$ cat src/rtl/dca_pkg.sv
// shared types and constants for the descriptor chain allocator
`timescale 1ns / 1ps
`default_nettype none

package dca_pkg;

  // request operation codes
  typedef enum logic {
    FUNC_ALLOC = 1'b0,
    FUNC_FREE  = 1'b1
  } func_t;

  // fixed field widths of the request and response
  localparam int unsigned COUNT_W = 8;
  localparam int unsigned HEAD_W  = 5;

endpackage

`default_nettype wire

$ cat src/rtl/descriptor_chain_allocator.sv
// descriptor chain allocator: used bitmap, continue marks and a link memory
//
//   channel   signals                          direction  width
//   request   valid ready func count head_index  in         1/8/5
//   response  out_valid out_ready ok first_entry out        1/5
//
// allocate: a check on acceptance, then S_ALLOC scans the entries in order up to the lowest
//   entry that completes the chain (at most QUEUE_DEPTH), then S_RESP responds
// free: each chain entry is visited in S_VISIT, then its link is read in S_LINK, then S_RESP responds
// failed allocate and out-of-range free go from the check straight to S_RESP
// reset clears the used bitmap and the continue marks and sets the free count to the depth
// a new request is taken while an earlier response still waits for out_ready
`timescale 1ns / 1ps
`default_nettype none

module descriptor_chain_allocator #(
  parameter int unsigned QUEUE_DEPTH = 32
) (
  input  wire                          clk,
  input  wire                          rst,
  input  wire                          valid,
  output logic                         ready,
  input  wire                          func,
  input  wire  [dca_pkg::COUNT_W-1:0]  count,
  input  wire  [dca_pkg::HEAD_W-1:0]   head_index,
  output logic                         out_valid,
  input  wire                          out_ready,
  output logic                         ok,
  output logic [dca_pkg::HEAD_W-1:0]   first_entry
);

  localparam int unsigned IDX_W = $clog2(QUEUE_DEPTH);
  localparam int unsigned CNT_W = $clog2(QUEUE_DEPTH + 1);
  localparam int unsigned EXT_W = (IDX_W > dca_pkg::HEAD_W) ? IDX_W : dca_pkg::HEAD_W;

  typedef enum logic [2:0] {
    S_IDLE,
    S_ALLOC,
    S_VISIT,
    S_LINK,
    S_RESP
  } state_t;

  state_t state;

  logic [QUEUE_DEPTH-1:0] used_map;
  logic [QUEUE_DEPTH-1:0] cont_mark;
  logic [CNT_W-1:0]       free_cnt;

  logic [IDX_W-1:0] scan_idx;
  logic [IDX_W-1:0] prev_idx;
  logic [IDX_W-1:0] new_head;
  logic [IDX_W-1:0] walk_idx;
  logic [CNT_W-1:0] taken;
  logic [CNT_W-1:0] want;
  logic             ok_pend;

  // link memory, written while a chain is built, read while it is walked
  logic [IDX_W-1:0] link_mem [QUEUE_DEPTH];
  logic [IDX_W-1:0] link_rd;
  logic             mem_we;

  logic             accept;
  logic             alloc_bad;
  logic             take_now;
  logic             last_take;
  logic [EXT_W-1:0] head_in_ext;
  logic [EXT_W-1:0] head_out_ext;
  logic             head_in_range;

  assign ready    = (state == S_IDLE);
  assign accept   = valid && ready;

  assign alloc_bad = (count == '0) || (32'(count) > QUEUE_DEPTH) ||
                     (32'(count) > 32'(free_cnt));

  assign head_in_ext   = EXT_W'(head_index);
  assign head_in_range = (32'(head_index) < QUEUE_DEPTH);
  assign head_out_ext  = EXT_W'(new_head);

  assign take_now  = !used_map[scan_idx];
  assign last_take = take_now && ((taken + CNT_W'(1)) == want);
  assign mem_we    = (state == S_ALLOC) && take_now && (taken != '0);

  always_ff @(posedge clk) begin
    if (mem_we) begin
      link_mem[prev_idx] <= scan_idx;
    end
    if (state == S_VISIT) begin
      link_rd <= link_mem[walk_idx];
    end
  end

  always_ff @(posedge clk) begin
    if (rst) begin
      state     <= S_IDLE;
      used_map  <= '0;
      cont_mark <= '0;
      free_cnt  <= CNT_W'(QUEUE_DEPTH);
      out_valid <= 1'b0;
      ok        <= 1'b0;
      first_entry <= '0;
      ok_pend   <= 1'b0;
      scan_idx  <= '0;
      prev_idx  <= '0;
      new_head  <= '0;
      walk_idx  <= '0;
      taken     <= '0;
      want      <= '0;
    end else begin
      if (out_valid && out_ready && (state != S_RESP)) begin
        out_valid <= 1'b0;
      end

      unique case (state)
        S_IDLE: begin
          if (accept) begin
            new_head <= '0;
            scan_idx <= '0;
            taken    <= '0;
            want     <= CNT_W'(count);
            walk_idx <= head_in_ext[IDX_W-1:0];
            if (dca_pkg::func_t'(func) == dca_pkg::FUNC_ALLOC) begin
              ok_pend <= !alloc_bad;
              state   <= alloc_bad ? S_RESP : S_ALLOC;
            end else begin
              ok_pend <= 1'b1;
              state   <= head_in_range ? S_VISIT : S_RESP;
            end
          end
        end

        S_ALLOC: begin
          if (take_now) begin
            used_map[scan_idx]  <= 1'b1;
            cont_mark[scan_idx] <= 1'b0;
            free_cnt            <= free_cnt - CNT_W'(1);
            if (taken == '0) begin
              new_head <= scan_idx;
            end else begin
              cont_mark[prev_idx] <= 1'b1;
            end
            prev_idx <= scan_idx;
            taken    <= taken + CNT_W'(1);
          end
          if (last_take) begin
            state    <= S_RESP;
          end else begin
            scan_idx <= scan_idx + IDX_W'(1);
          end
        end

        S_VISIT: begin
          used_map[walk_idx] <= 1'b0;
          if (used_map[walk_idx]) begin
            free_cnt <= free_cnt + CNT_W'(1);
          end
          if (cont_mark[walk_idx]) begin
            cont_mark[walk_idx] <= 1'b0;
            state <= S_LINK;
          end else begin
            state <= S_RESP;
          end
        end

        S_LINK: begin
          // links are only ever written with in-range indexes
          walk_idx <= link_rd;
          state    <= S_VISIT;
        end

        S_RESP: begin
          if (!out_valid || out_ready) begin
            out_valid   <= 1'b1;
            ok          <= ok_pend;
            first_entry <= head_out_ext[dca_pkg::HEAD_W-1:0];
            state       <= S_IDLE;
          end
        end

        default: begin
          state <= S_IDLE;
        end
      endcase
    end
  end

  // free count tracks the bitmap
  a_free_cnt: assert property (@(posedge clk) disable iff (rst)
    $countones(~used_map) == 32'(free_cnt))
    else $error("free count out of step with used bitmap");

  // a chain build never overshoots the requested length
  a_no_overshoot: assert property (@(posedge clk) disable iff (rst)
    state == S_ALLOC |-> taken < want)
    else $error("allocate scan took too many entries");

  // a rejected allocate goes straight to a failing response
  a_alloc_fail: assert property (@(posedge clk) disable iff (rst)
    accept && !func && alloc_bad |=> state == S_RESP && !ok_pend)
    else $error("rejected allocate did not fail");

  // the free walk stays inside the table
  a_walk_range: assert property (@(posedge clk) disable iff (rst)
    state == S_VISIT |-> 32'(walk_idx) < QUEUE_DEPTH)
    else $error("free walk left the table");

endmodule

`default_nettype wire
$ cat config.mk
export PLATFORM = sky130hd
export DESIGN_NAME = descriptor_chain_allocator
export DESIGN_NICKNAME = d
export VERILOG_FILES = /design/src/rtl/dca_pkg.sv /design/src/rtl/descriptor_chain_allocator.sv
export SDC_FILE = /design/constraint.sdc
export NUM_CORES = 1
export LEC_CHECK = 0
export BUFFER_PORTS_ARGS = -buffer_cell sky130_fd_sc_hd__buf_2
export CAP_MARGIN = 20
export CELL_PAD_IN_SITES_DETAIL_PLACEMENT = 1
export CELL_PAD_IN_SITES_GLOBAL_PLACEMENT = 1
export CORE_ASPECT_RATIO = 2
export CORE_MARGIN = 4
export CORE_UTILIZATION = 25
export CTS_BUF_LIST = sky130_fd_sc_hd__clkbuf_8
export DETAILED_ROUTE_END_ITERATION = 7
export PLACE_DENSITY_LB_ADDON = 0.1
export SYNTH_ARGS = -nofsm -noshare
export SYNTH_HDL_FRONTEND = slang
export SYNTH_SLANG_ARGS = --single-unit
$ cat constraint.sdc
create_clock -name clk -period 3.73 [get_ports clk]
set_input_delay 0.1865 -clock clk [delete_from_list [all_inputs] [get_ports clk]]
set_output_delay 0.1865 -clock clk [all_outputs]
set_load 0.03 [all_outputs]
==> summary.txt, run 1 <==
Final layout
  • Layout Nets: 1197
  • Area grow syn2layout: 17.4%
  • Share of cells above drive strength 1: 19.7%
  • Final core occ: 29.8%

Timing
  • Fin. max-slew vios: 0
  • Setup TNS: 0 ps
  • Final clock skew: 32.3 ps
  • Final hold slack: 139 ps
  • Slew @ Worst Pin: 990 ps
  • # setup viols final: 0
  • Min Tclk post-route: 3360 ps
  • Final Cycle Share: 89.9%
  • Max Clk Rate: 0.298 GHz
  • Fin. Hold Viols: 0
  • Slew HR: 34.0%
  • RSZ-0062 raised after global routing: false

Die
  • Initial core utilization: 25.4%
  • Num ports: 26
  • Die Footprint: 0.0559 mm2
  • Die height: 330 um
  • Die Wd: 169 um
  • Core Box Area: 0.0512 mm2
  • Row cnt: 117

Global routing
  • Initial antenna violation count: 1
  • Largest net degree at the start of global routing: 81
  • First-pass GRT wire length: 74000 um
  • Number of global-route vias before repair: 10500
  • All-Layer GR Usage: 18.3%
  • Gr ovfl total: 0

Power and ir drop
  • Pwr Total: 6920 uW
  • Leak: 0.00520 uW
  • Pwr Density: 454 mW/mm2
  • Max IR drop VDD: 0.000210 V

Flow run
  • MaxCap Viol Count: 0

Setup path
  • Req. time, crit path: 3960 ps
  • Critical Path Start Type: flop
  • CP arrival: 3590 ps
  • Crit-path max FO: 12
  • Crit. End Element: flop
  • Crit Path Class: flop to flop

Routing
  • Remaining antenna violation count: 0
  • Via density: 5.15
  • DRC viols: 0
  • Routed wire length: 51100 um
  • Vias: 9546
  • DR iter-0 viols: 501
  • Drt first pass iters: 5
  • Per-cell routed wire length: 27.6 um

Placed design
  • GPL Wtd Cong: 0.837
  • I/O Buffers: 25
  • Post-DP HPWL: 37400 um

Clocking
  • Clock buffer depth: 3
  • Clock sink count: 278
  • Number of H-tree levels: 2
  • Cts repair resizes: 0
  • Worst skew pair latency: 610 ps
  • CTS tree: yes
  • CTS Buf Count: 46
  • CTS root buf: clkbuf_8
  • Worst-path clk slew: 60 ps

Logic synthesis
  • Top cell type by total area after synthesis: edfxtp_1
  • Yosys top cell area share: 38.1%
  • Most common flop cell mapped by yosys: edfxtp_1
  • Top cells by area, synth: edfxtp_1 38%, dfxtp_1 17%, mux4_2 8.5%
  • Seq cells post-synth: 278
  • Most frequent cell after synthesis: edfxtp_1
  • Syn_area_per_cell: 11.9 um2
  • Synthesized instance count: 1088
  • Yosys Warn Count: 0
  • EDFF count, synth: 165
  • Mapped cell area: 0.0130 mm2
  • Distinct cells, synth: 75
  • Synth cell count leaders: 165 x edfxtp_1, 113 x dfxtp_1, 78 x a21oi_1
  • Syn_nets: 1123
  • Register area share after synthesis: 55.6%
  • Ys async rst share: 0%

Status
  • Status: completed

Hold path
  • Hold Path Class: input pin to flop
worst max-delay path, stage by stage (launching register included):
cell and delay (ps):
dfxtp_2 530, mux2_2 380, and3_1 180, nor4_1 350, nand3_1 230, nor3_4 460
nand2_1 380, nor2_1 470
what timing repair did:
action                    in CTS  in global routing
hold buffers                  15                  0
setup buffers                  0                  0
hold endpoints to repair      16                  0
kinds of logic after synthesis:
| family | after synthesis | synth area share [%] |
|---|---|---|
| adders and majority gates | 17 | 1.70 |
| AOI/OAI and AO/OA | 250 | 12.6 |
| DFF | 278 | 55.6 |
| muxes | 89 | 12.0 |
| and+or+nand+nor | 333 | 13.7 |
| xor gates and xnor gates | 12 | 0.809 |
| buffers and inverters | 109 | 3.67 |
registers in the layout, indices dropped and copies added (netlist names), 3 cells and up:
signal and count:
free_cnt 6, walk_idx 5, want 6, link_rd 5
first_entry 5, prev_idx 5, cont_mark 32, used_map 32
link_mem 160, scan_idx 5, taken 6, state 3
head_out_ext 5
layout make-up:
type,count,area [um2]
diodes,1,2.50
clock inverters,28,215
clock buffers,56,771
multi-input cells,701,5300
well taps,654,818
fillers,5618,36000
inverters,32,120
flip-flops and latches,278,7230
repair buffers,103,788
cells in the final DEF (no fill, tap or decap), drive strengths merged, types with 5 or more instances in the layout:
| cell type | n |
|---|---|
| mux4 | 52 |
| xnor2 | 9 |
| nand2 | 64 |
| clkbuf | 56 |
| and3 | 15 |
| dfxtp | 113 |
| nor4 | 6 |
| clkinv | 9 |
| a32oi | 7 |
| dlygate4sd3 | 15 |
| or2 | 6 |
| nand4 | 6 |
| mux2 | 6 |
| edfxtp | 165 |
| nor3 | 15 |
| inv | 47 |
| mux2i | 31 |
| o32ai | 6 |
| a22oi | 29 |
| a221oi | 15 |
| a221o | 17 |
| nor2b | 10 |
| a31oi | 5 |
| o21ai | 62 |
| a311oi | 6 |
| nand2b | 25 |
| nand3 | 70 |
| buf | 88 |
| or3 | 13 |
| a21oi | 79 |
| o22ai | 5 |
| ha | 16 |
| nor2 | 64 |
| nand3b | 7 |
| and2 | 12 |
| nor3b | 8 |
final timing paths:
check,from,to,slack (ps),cells past startpoint
setup / recovery,scan_idx[1]$_SDFFE_PP0P_,link_mem[14][1]$_DFFE_PP_,370,7
hold / removal,count[6],state[0]$_SDFFE_PP0P_,140,5
setup reg to reg,scan_idx[1]$_SDFFE_PP0P_,link_mem[14][1]$_DFFE_PP_,370,7
hold reg to reg,want[1]$_SDFFE_PP0P_,want[1]$_SDFFE_PP0P_,480,2
report_power, final:
group	switching, uW	internal, uW	total (uW)
clock network	1310	1630	2940
logic	398	251	649
registers	72.6	3260	3330
per-layer routing:
| metal | vias to the layer above | wire (um) | part of all wire (%) | GRT usage, % |
|---|---|---|---|---|
| li1 | 4340 | - | - | - |
| met1 | 4895 | 16400 | 32 | 16.7 |
| met2 | 203 | 30300 | 59 | 37.4 |
| met3 | 108 | 1420 | 2.8 | 2.38 |
| met4 | 0 | 3000 | 5.9 | 10.0 |
| met5 | - | 0 | 0 | 0 |
metrics by stage:
stage               cell area [um2]  cells  setup WS, ps
finish                        15200   1853           375
global route                  15200   1853          42.4
floorplan                     13000   1088           477
detailed placement            14100   1753           307
CTS                           15200   1852           270
global placement              14100   1753           340
(Power assumes the default switching activity.)
==> run 2: changes to the inputs <==
==> constraint.sdc (replaced) <==
create_clock -name clk -period 3.9 [get_ports clk]
set_input_delay 0.195 -clock clk [delete_from_list [all_inputs] [get_ports clk]]
set_output_delay 0.195 -clock clk [all_outputs]
set_load 0.03 [all_outputs]
==> run 2 against run 1 <==
Compared with the run above: core utilization shrank 0.60 points; clock power shrank 16%; global-route usage shrank 0.25 points; clock skew shrank 12 ps; sequential share of layout area grew 0.98 points; cell count shrank 1.3%; sequential power shrank 5%; sequential cell count is the same; cell area shrank 2.0%; routed wire length shrank 1.5%; critical path type unchanged; critical endpoint is now scan_idx[0]$_SDFFE_PP0P_; largest cell class unchanged; largest power group unchanged; highest routed layer unchanged.
==> summary.txt, run 2 (synthesized netlist as in run 1, its figures left out) <==
Clocking
  • Clock buffer depth: 3 (unchanged)
  • Worst-path clk slew: 60 ps (about the same)
  • CTS root buf: clkbuf_8 (unchanged)
  • Number of H-tree levels: 2 (unchanged)
  • CTS tree: yes (unchanged)
  • Clock sink count: 278 (unchanged)
  • CTS Buf Count: 43 (was 46)
  • Cts repair resizes: 0 (unchanged)
  • Worst skew pair latency: 600 ps (was 610 ps)

Final layout
  • Design Area, Final: 0.0149 mm2 (was 0.0152 mm2)
  • Largest registers: link_mem (160), cont_mark (32), used_map (32) (unchanged)
  • Commonest non-fill, non-tap cells in the layout: 165 x edfxtp_1, 106 x dfxtp_1, 78 x a21oi_1 (unchanged)
  • Area grow syn2layout: 15.0% (was 17.4%)
  • Share of cells above drive strength 1: 18.2% (was 19.7%)
  • Max FFs per register: 160 (unchanged)
  • Largest register by flop count: link_mem (unchanged)
  • Final core occ: 29.2% (was 29.8%)
  • Layout Nets: 1177 (was 1197)
  • Commonest non-fill, non-tap cell in the layout: edfxtp_1 (unchanged)

Routing
  • DRC viols: 0 (unchanged)
  • Drt first pass iters: 4 (was 5)
  • Per-cell routed wire length: 27.5 um (was 27.6 um)
  • Via density: 5.16 (was 5.15)
  • DR iter-0 viols: 488 (was 501)
  • Routed wire length: 50300 um (was 51100 um)
  • Vias: 9441 (was 9546)
  • Remaining antenna violation count: 0 (unchanged)

Die
  • Row cnt: 117 (unchanged)
  • Num ports: 26 (unchanged)
  • Core Box Area: 0.0512 mm2 (unchanged)
  • Die Wd: 169 um (unchanged)
  • Die Footprint: 0.0559 mm2 (unchanged)
  • Die height: 330 um (unchanged)
  • Initial core utilization: 25.4% (unchanged)

Setup path
  • Crit Path Class: flop to flop (unchanged)
  • Crit path cell chain: mux2_2, and3_1, nor4_1, nand3_1, buf_4, o21ai_0, nand2_1, o21ai_0 (was mux2_2, and3_1, nor4_1, nand3_1, nor3_4, nand2_1, nor2_1)
  • Req. time, crit path: 4300 ps (was 3960 ps)
  • Critical Path Start Type: flop (unchanged)
  • Most used cell, CP: o21ai_0
  • CP max stage cell: o21ai_0 (was dfxtp_2)
  • CP arrival: 4050 ps (was 3590 ps)
  • Crit-path max cell delay: 710 ps (was 530 ps)
  • Crit. End Element: flop (unchanged)
  • Crit-path max FO: 14 (was 12)

Timing
  • Slew HR: 25.2% (was 34.0%)
  • Fin. Hold Viols: 0 (unchanged)
  • RSZ-0062 raised after global routing: false (unchanged)
  • Final Cycle Share: 93.7% (was 89.9%)
  • Min Tclk post-route: 3660 ps (was 3360 ps)
  • Setup TNS: 0 ps (unchanged)
  • # setup viols final: 0 (unchanged)
  • Worst setup margin: 245 ps (was 375 ps)
  • Slew @ Worst Pin: 1110 ps (was 990 ps)
  • Max Clk Rate: 0.274 GHz (was 0.298 GHz)
  • Final clock skew: 20.1 ps (was 32.3 ps)
  • Fin. max-slew vios: 0 (unchanged)

Status
  • Status: completed (unchanged)

Global routing
  • First-pass GRT wire length: 73600 um (was 74000 um)
  • Largest net degree at the start of global routing: 52 (was 81)
  • Initial antenna violation count: 1 (unchanged)
  • Gr ovfl total: 0 (unchanged)
  • Number of global-route vias before repair: 10500 (about the same)
  • All-Layer GR Usage: 18.0% (was 18.3%)

Placed design
  • GPL Wtd Cong: 0.851 (was 0.837)
  • Setup Slack @ Placement: 362 ps (was 307 ps)
  • Cell Area, Placed: 0.0140 mm2 (was 0.0141 mm2)
  • I/O Buffers: 25 (unchanged)
  • Post-DP HPWL: 36800 um (was 37400 um)

Hold path
  • Hold Path Class: input pin to flop (unchanged)

Power and ir drop
  • Pwr Total: 6270 uW (was 6920 uW)
  • Pwr Density: 420 mW/mm2 (was 454 mW/mm2)
  • Leak: 0.00502 uW (was 0.00520 uW)
  • Max IR drop VDD: 0.000234 V (was 0.000210 V)

Flow run
  • MaxCap Viol Count: 0 (unchanged)
run 2: cell types whose count changed in the layout (fill, tap and decap cells not counted), sizes merged, moves of 2 or more:
cell,previous run,this run
bufinv,4,2
clkbuf,56,46
inv,47,45
clkinv,9,13
buf,88,72
run 2: cell type report:
cell class,count,area [um2]
inverters,32,120
repair buffers,86,646
clock buffers,46,633
well taps,654,818
flip-flops and latches,278,7230
fillers,5602,36300
multi-input cells,701,5300
diodes,2,5.00
clock inverters,29,185
run 2: through the flow:
step | std cells | hold WS, ps
after detailed placement | 1737 | 455
after floorplan | 1088 | 291
after global placement | 1737 | 448
final | 1828 | 102
after CTS | 1826 | 43.8
after global routing | 1827 | 86.8
run 2: path summary, 6_finish.rpt:
kind	start	endpoint	slack, ps	cells past startpoint
hold reg to reg	want[3]$_SDFFE_PP0P_	want[3]$_SDFFE_PP0P_	480	2
setup reg to reg	scan_idx[1]$_SDFFE_PP0P_	scan_idx[0]$_SDFFE_PP0P_	240	8
hold / removal	rst	taken[0]$_SDFFE_PP0P_	100	2
setup / recovery	scan_idx[1]$_SDFFE_PP0P_	scan_idx[0]$_SDFFE_PP0P_	240	8
run 2: power breakdown:
part           switching (uW)  leakage, uW  internal [uW]  total [uW]
clock network            1240     0.000470           1230        2470
registers                66.8      0.00247           3110        3180
logic                     381      0.00208            233         614
total                    1690      0.00502           4570        6270
run 2: metal layers:
layer	up-vias	track usage, %	part of all wire [%]
li1	4281	-	-
met1	4875	16.6	33
met2	187	37.4	60
met3	98	1.98	2.3
met4	0	9.16	5.6
met5	-	0	0
run 2: critical path, delay by kind of cell, from the launching register on:
| kind | cells | cell delay (ps) |
|---|---|---|
| compound gates | 2 | 1170 |
| simple gates | 4 | 1060 |
| flops | 1 | 580 |
| mux | 1 | 390 |
| buf+inv | 1 | 250 |
run 2: repair_timing:
action | in CTS | in global routing
hold buffers | 14 | 0
hold endpoints to repair | 15 | 0
setup buffers | 0 | 0
==> run 3: changes to the inputs <==
--- a/config.mk
+++ b/config.mk
@@ -10,11 +10,11 @@
 export CELL_PAD_IN_SITES_DETAIL_PLACEMENT = 1
 export CELL_PAD_IN_SITES_GLOBAL_PLACEMENT = 1
 export CORE_ASPECT_RATIO = 2
-export CORE_MARGIN = 4
+export CORE_MARGIN = 8
 export CORE_UTILIZATION = 25
 export CTS_BUF_LIST = sky130_fd_sc_hd__clkbuf_8
 export DETAILED_ROUTE_END_ITERATION = 7
-export PLACE_DENSITY_LB_ADDON = 0.1
+export PLACE_DENSITY = 0.56
 export SYNTH_ARGS = -nofsm -noshare
 export SYNTH_HDL_FRONTEND = slang
 export SYNTH_SLANG_ARGS = --single-unit
==> run 3 against run 2 <==
Compared with the run above: clock skew up 13 ps; routed wire length down 7.0%; clock power about the same; count of clock-buffer cells in the layout up 2; register-to-register slack better by 130 ps; sequential power about the same; largest power group unchanged.
==> summary.txt, run 3 (synthesized netlist as in run 1, its figures left out) <==
Power and ir drop
  • Pwr Density: 419 mW/mm2 (was 420 mW/mm2)
  • Combinational share of power: 9.7% (was 9.8%)
  • Leak: 0.00506 uW (was 0.00502 uW)
  • Switch share: 26.5% (was 27.0%)
  • Reg power frac: 50.7% (was 50.8%)
  • Internal power: 4610 uW (was 4570 uW)
  • Clock power frac: 39.6% (was 39.4%)
  • Net switching power: 1660 uW (was 1690 uW)
  • Max IR drop VDD: 0.000192 V (was 0.000234 V)

Global routing
  • Initial antenna violation count: 1 (unchanged)
  • Largest net degree at the start of global routing: 59 (was 52)
  • Number of global-route vias before repair: 10600 (was 10500)
  • All-Layer GR Usage: 15.6% (was 18.0%)
  • First-pass GRT wire length: 69300 um (was 73600 um)
  • Gr ovfl total: 0 (unchanged)

Placed design
  • GPL Wtd Cong: 0.865 (was 0.851)
  • Post-DP HPWL: 34000 um (was 36800 um)
  • Placed cell count: 1747 (was 1737)
  • Cell Area, Placed: 0.0140 mm2 (about the same)
  • I/O Buffers: 25 (unchanged)

Final layout
  • Area grow syn2layout: 15.3% (was 15.0%)
  • Commonest non-fill, non-tap cells in the layout: 165 x edfxtp_1, 108 x dfxtp_1, 78 x a21oi_1 (was 165 x edfxtp_1, 106 x dfxtp_1, 78 x a21oi_1)
  • Largest registers: link_mem (160), cont_mark (32), used_map (32) (unchanged)
  • Final core occ: 29.1% (was 29.2%)
  • Filler instances: 5579 (was 5602)
  • Share of cells above drive strength 1: 18.3% (was 18.2%)
  • Largest register by flop count: link_mem (unchanged)
  • Max FFs per register: 160 (unchanged)
  • Non-Filler Instances: 1839 (was 1828)
  • Sequential cell area: 0.00723 mm2 (about the same)
  • Design Area, Final: 0.0150 mm2 (was 0.0149 mm2)
  • Layout Nets: 1179 (was 1177)
  • Multi-input combinational cell area: 0.00530 mm2 (unchanged)
  • Commonest non-fill, non-tap cell in the layout: edfxtp_1 (unchanged)

Hold path
  • Hold path startpoint: rst (unchanged)
  • WHS Endpoint: prev_idx[3]$_SDFFE_PP0P_ (was taken[0]$_SDFFE_PP0P_)
  • Hold Path Class: input pin to flop (unchanged)
  • Hold Crit Depth: 2 (unchanged)

Setup path
  • FF-to-FF path depth: 7 (was 8)
  • WP buf/inv: 0 (was 1)
  • Crit path cell chain: mux2i_1, o32ai_1, nor3_1, o221ai_1, a22oi_4, nor2b_4, a221o_1 (was mux2_2, and3_1, nor4_1, nand3_1, buf_4, o21ai_0, nand2_1, o21ai_0)
  • Reg-to-Reg Start: walk_idx[1]$_SDFFE_PP0P_ (was scan_idx[1]$_SDFFE_PP0P_)
  • CP max stage cell: dfxtp_4 (was o21ai_0)
  • CP top delay family: compound AO/OA/AOI/OAI gates (unchanged)
  • Critical Path Start Type: flop (unchanged)
  • Crit Path Class: flop to flop (unchanged)
  • Crit-path max cell delay: 720 ps (was 710 ps)
  • Crit-path max FO: 33 (was 14)
  • Flop-to-flop setup slack: 370 ps (was 240 ps)
  • CP arrival: 4050 ps (about the same)
  • Crit. End Element: flop (unchanged)
  • Req. time, crit path: 4420 ps (was 4300 ps)
  • Worst reg2reg endpoint: cont_mark[13]$_SDFFE_PP0P_ (was scan_idx[0]$_SDFFE_PP0P_)

Clocking
  • Worst-path clk slew: 70 ps (was 60 ps)
  • Worst skew pair latency: 610 ps (was 600 ps)
  • CTS tree: yes (unchanged)
  • Number of H-tree levels: 2 (unchanged)
  • Setup Buffers After CTS: 0 (unchanged)
  • Hold_buf cts: 13 (was 14)
  • CTS root buf: clkbuf_8 (unchanged)
  • CTS Buf Count: 42 (was 43)
  • Clock buffer depth: 3 (unchanged)
  • Clock sink count: 278 (unchanged)
  • Cts repair resizes: 0 (unchanged)

Die
  • Row cnt: 118 (was 117)
  • Die height: 338 um (was 330 um)
  • Die Footprint: 0.0599 mm2 (was 0.0559 mm2)
  • Core Box Area: 0.0515 mm2 (was 0.0512 mm2)
  • Die Wd: 177 um (was 169 um)
  • Initial core utilization: 25.2% (was 25.4%)
  • Num ports: 26 (unchanged)

Timing
  • Fin. Hold Viols: 0 (unchanged)
  • Final Cycle Share: 90.5% (was 93.7%)
  • Final clock skew: 33.0 ps (was 20.1 ps)
  • Max Clk Rate: 0.283 GHz (was 0.274 GHz)
  • Min Tclk post-route: 3530 ps (was 3660 ps)
  • Slew HR: 31.4% (was 25.2%)
  • Setup TNS: 0 ps (unchanged)
  • Final hold slack: 158 ps (was 102 ps)
  • # setup viols final: 0 (unchanged)
  • Fin. max-slew vios: 0 (unchanged)
  • RSZ-0062 raised after global routing: false (unchanged)
  • Slew @ Worst Pin: 1020 ps (was 1110 ps)

Routing
  • DRC viols: 0 (unchanged)
  • Drt first pass iters: 5 (was 4)
  • Remaining antenna violation count: 0 (unchanged)
  • DR iter-0 viols: 533 (was 488)
  • Routed wire length: 46800 um (was 50300 um)
  • Via density: 5.23 (was 5.16)
  • Per-cell routed wire length: 25.5 um (was 27.5 um)
  • Vias: 9614 (was 9441)

Flow run
  • MaxCap Viol Count: 0 (unchanged)

Status
  • Status: completed (unchanged)
run 3: changes by cell type in the layout (fill, tap and decap cells not counted), sizes merged:
cell | previous run | this run
dlygate4sd3 | 14 | 13
buf | 72 | 76
clkinv | 13 | 6
diode | 2 | 1
clkbuf | 46 | 48
clkinvlp | 1 | 3
inv | 45 | 51
run 3: final cells by class:
cell class	instances	area share (%)
diodes	1	0.0167
clock buffers	48	4.41
clock inverters	30	1.25
inverters	32	0.802
multi-input cells	701	35.4
flip-flops and latches	278	48.3
well taps	660	5.51
repair buffers	89	4.36
run 3: how the worst max path moves through the flow:
stage / start / endpoint / slack, ps / depth (start not counted)
floorplan: scan_idx[0]$_SDFFE_PP0P_ / link_mem[0][0]$_DFFE_PP_ / 650 / 10
global placement: scan_idx[1]$_SDFFE_PP0P_ / scan_idx[3]$_SDFFE_PP0P_ / 500 / 9
detailed placement: scan_idx[1]$_SDFFE_PP0P_ / scan_idx[3]$_SDFFE_PP0P_ / 500 / 9
CTS: scan_idx[1]$_SDFFE_PP0P_ / scan_idx[3]$_SDFFE_PP0P_ / 450 / 9
global route: walk_idx[1]$_SDFFE_PP0P_ / cont_mark[13]$_SDFFE_PP0P_ / 230 / 7
finish: walk_idx[1]$_SDFFE_PP0P_ / cont_mark[13]$_SDFFE_PP0P_ / 370 / 7
run 3: power groups by stage:
stage | sequential [uW] | clock, uW | combinational [uW]
6_report | 3180 | 2490 | 608
5_1_grt | 3180 | 2670 | 650
4_1_cts | 3180 | 2560 | 613
3_5_place_dp | 3240 | 0 | 601
3_3_place_gp | 3240 | 0 | 593
2_1_floorplan | 3200 | 0 | 408
run 3: worst reg2reg max path: cells and delay by family, from the launching register on:
family	cells	cell delay [ps]
AND/OR/NAND/NOR	2	740
multiplexers	1	700
AO/OA/AOI/OAI	4	1280
flip-flops	1	720
run 3: metal layers:
| metal | share of wire (%) | global-route usage (%) | up-vias |
|---|---|---|---|
| li1 | - | - | 4285 |
| met1 | 32 | 13.9 | 4892 |
| met2 | 56 | 29.9 | 282 |
| met3 | 3.3 | 2.02 | 155 |
| met4 | 8.7 | 12.7 | 0 |
| met5 | 0 | 0 | - |
run 3: per-stage QoR:
step                worst slack, ps  power [uW]
finish                          371        6270
global route                    235        6500
floorplan                       647        3600
global placement                499        3840
detailed placement              501        3850
CTS                             452        6350
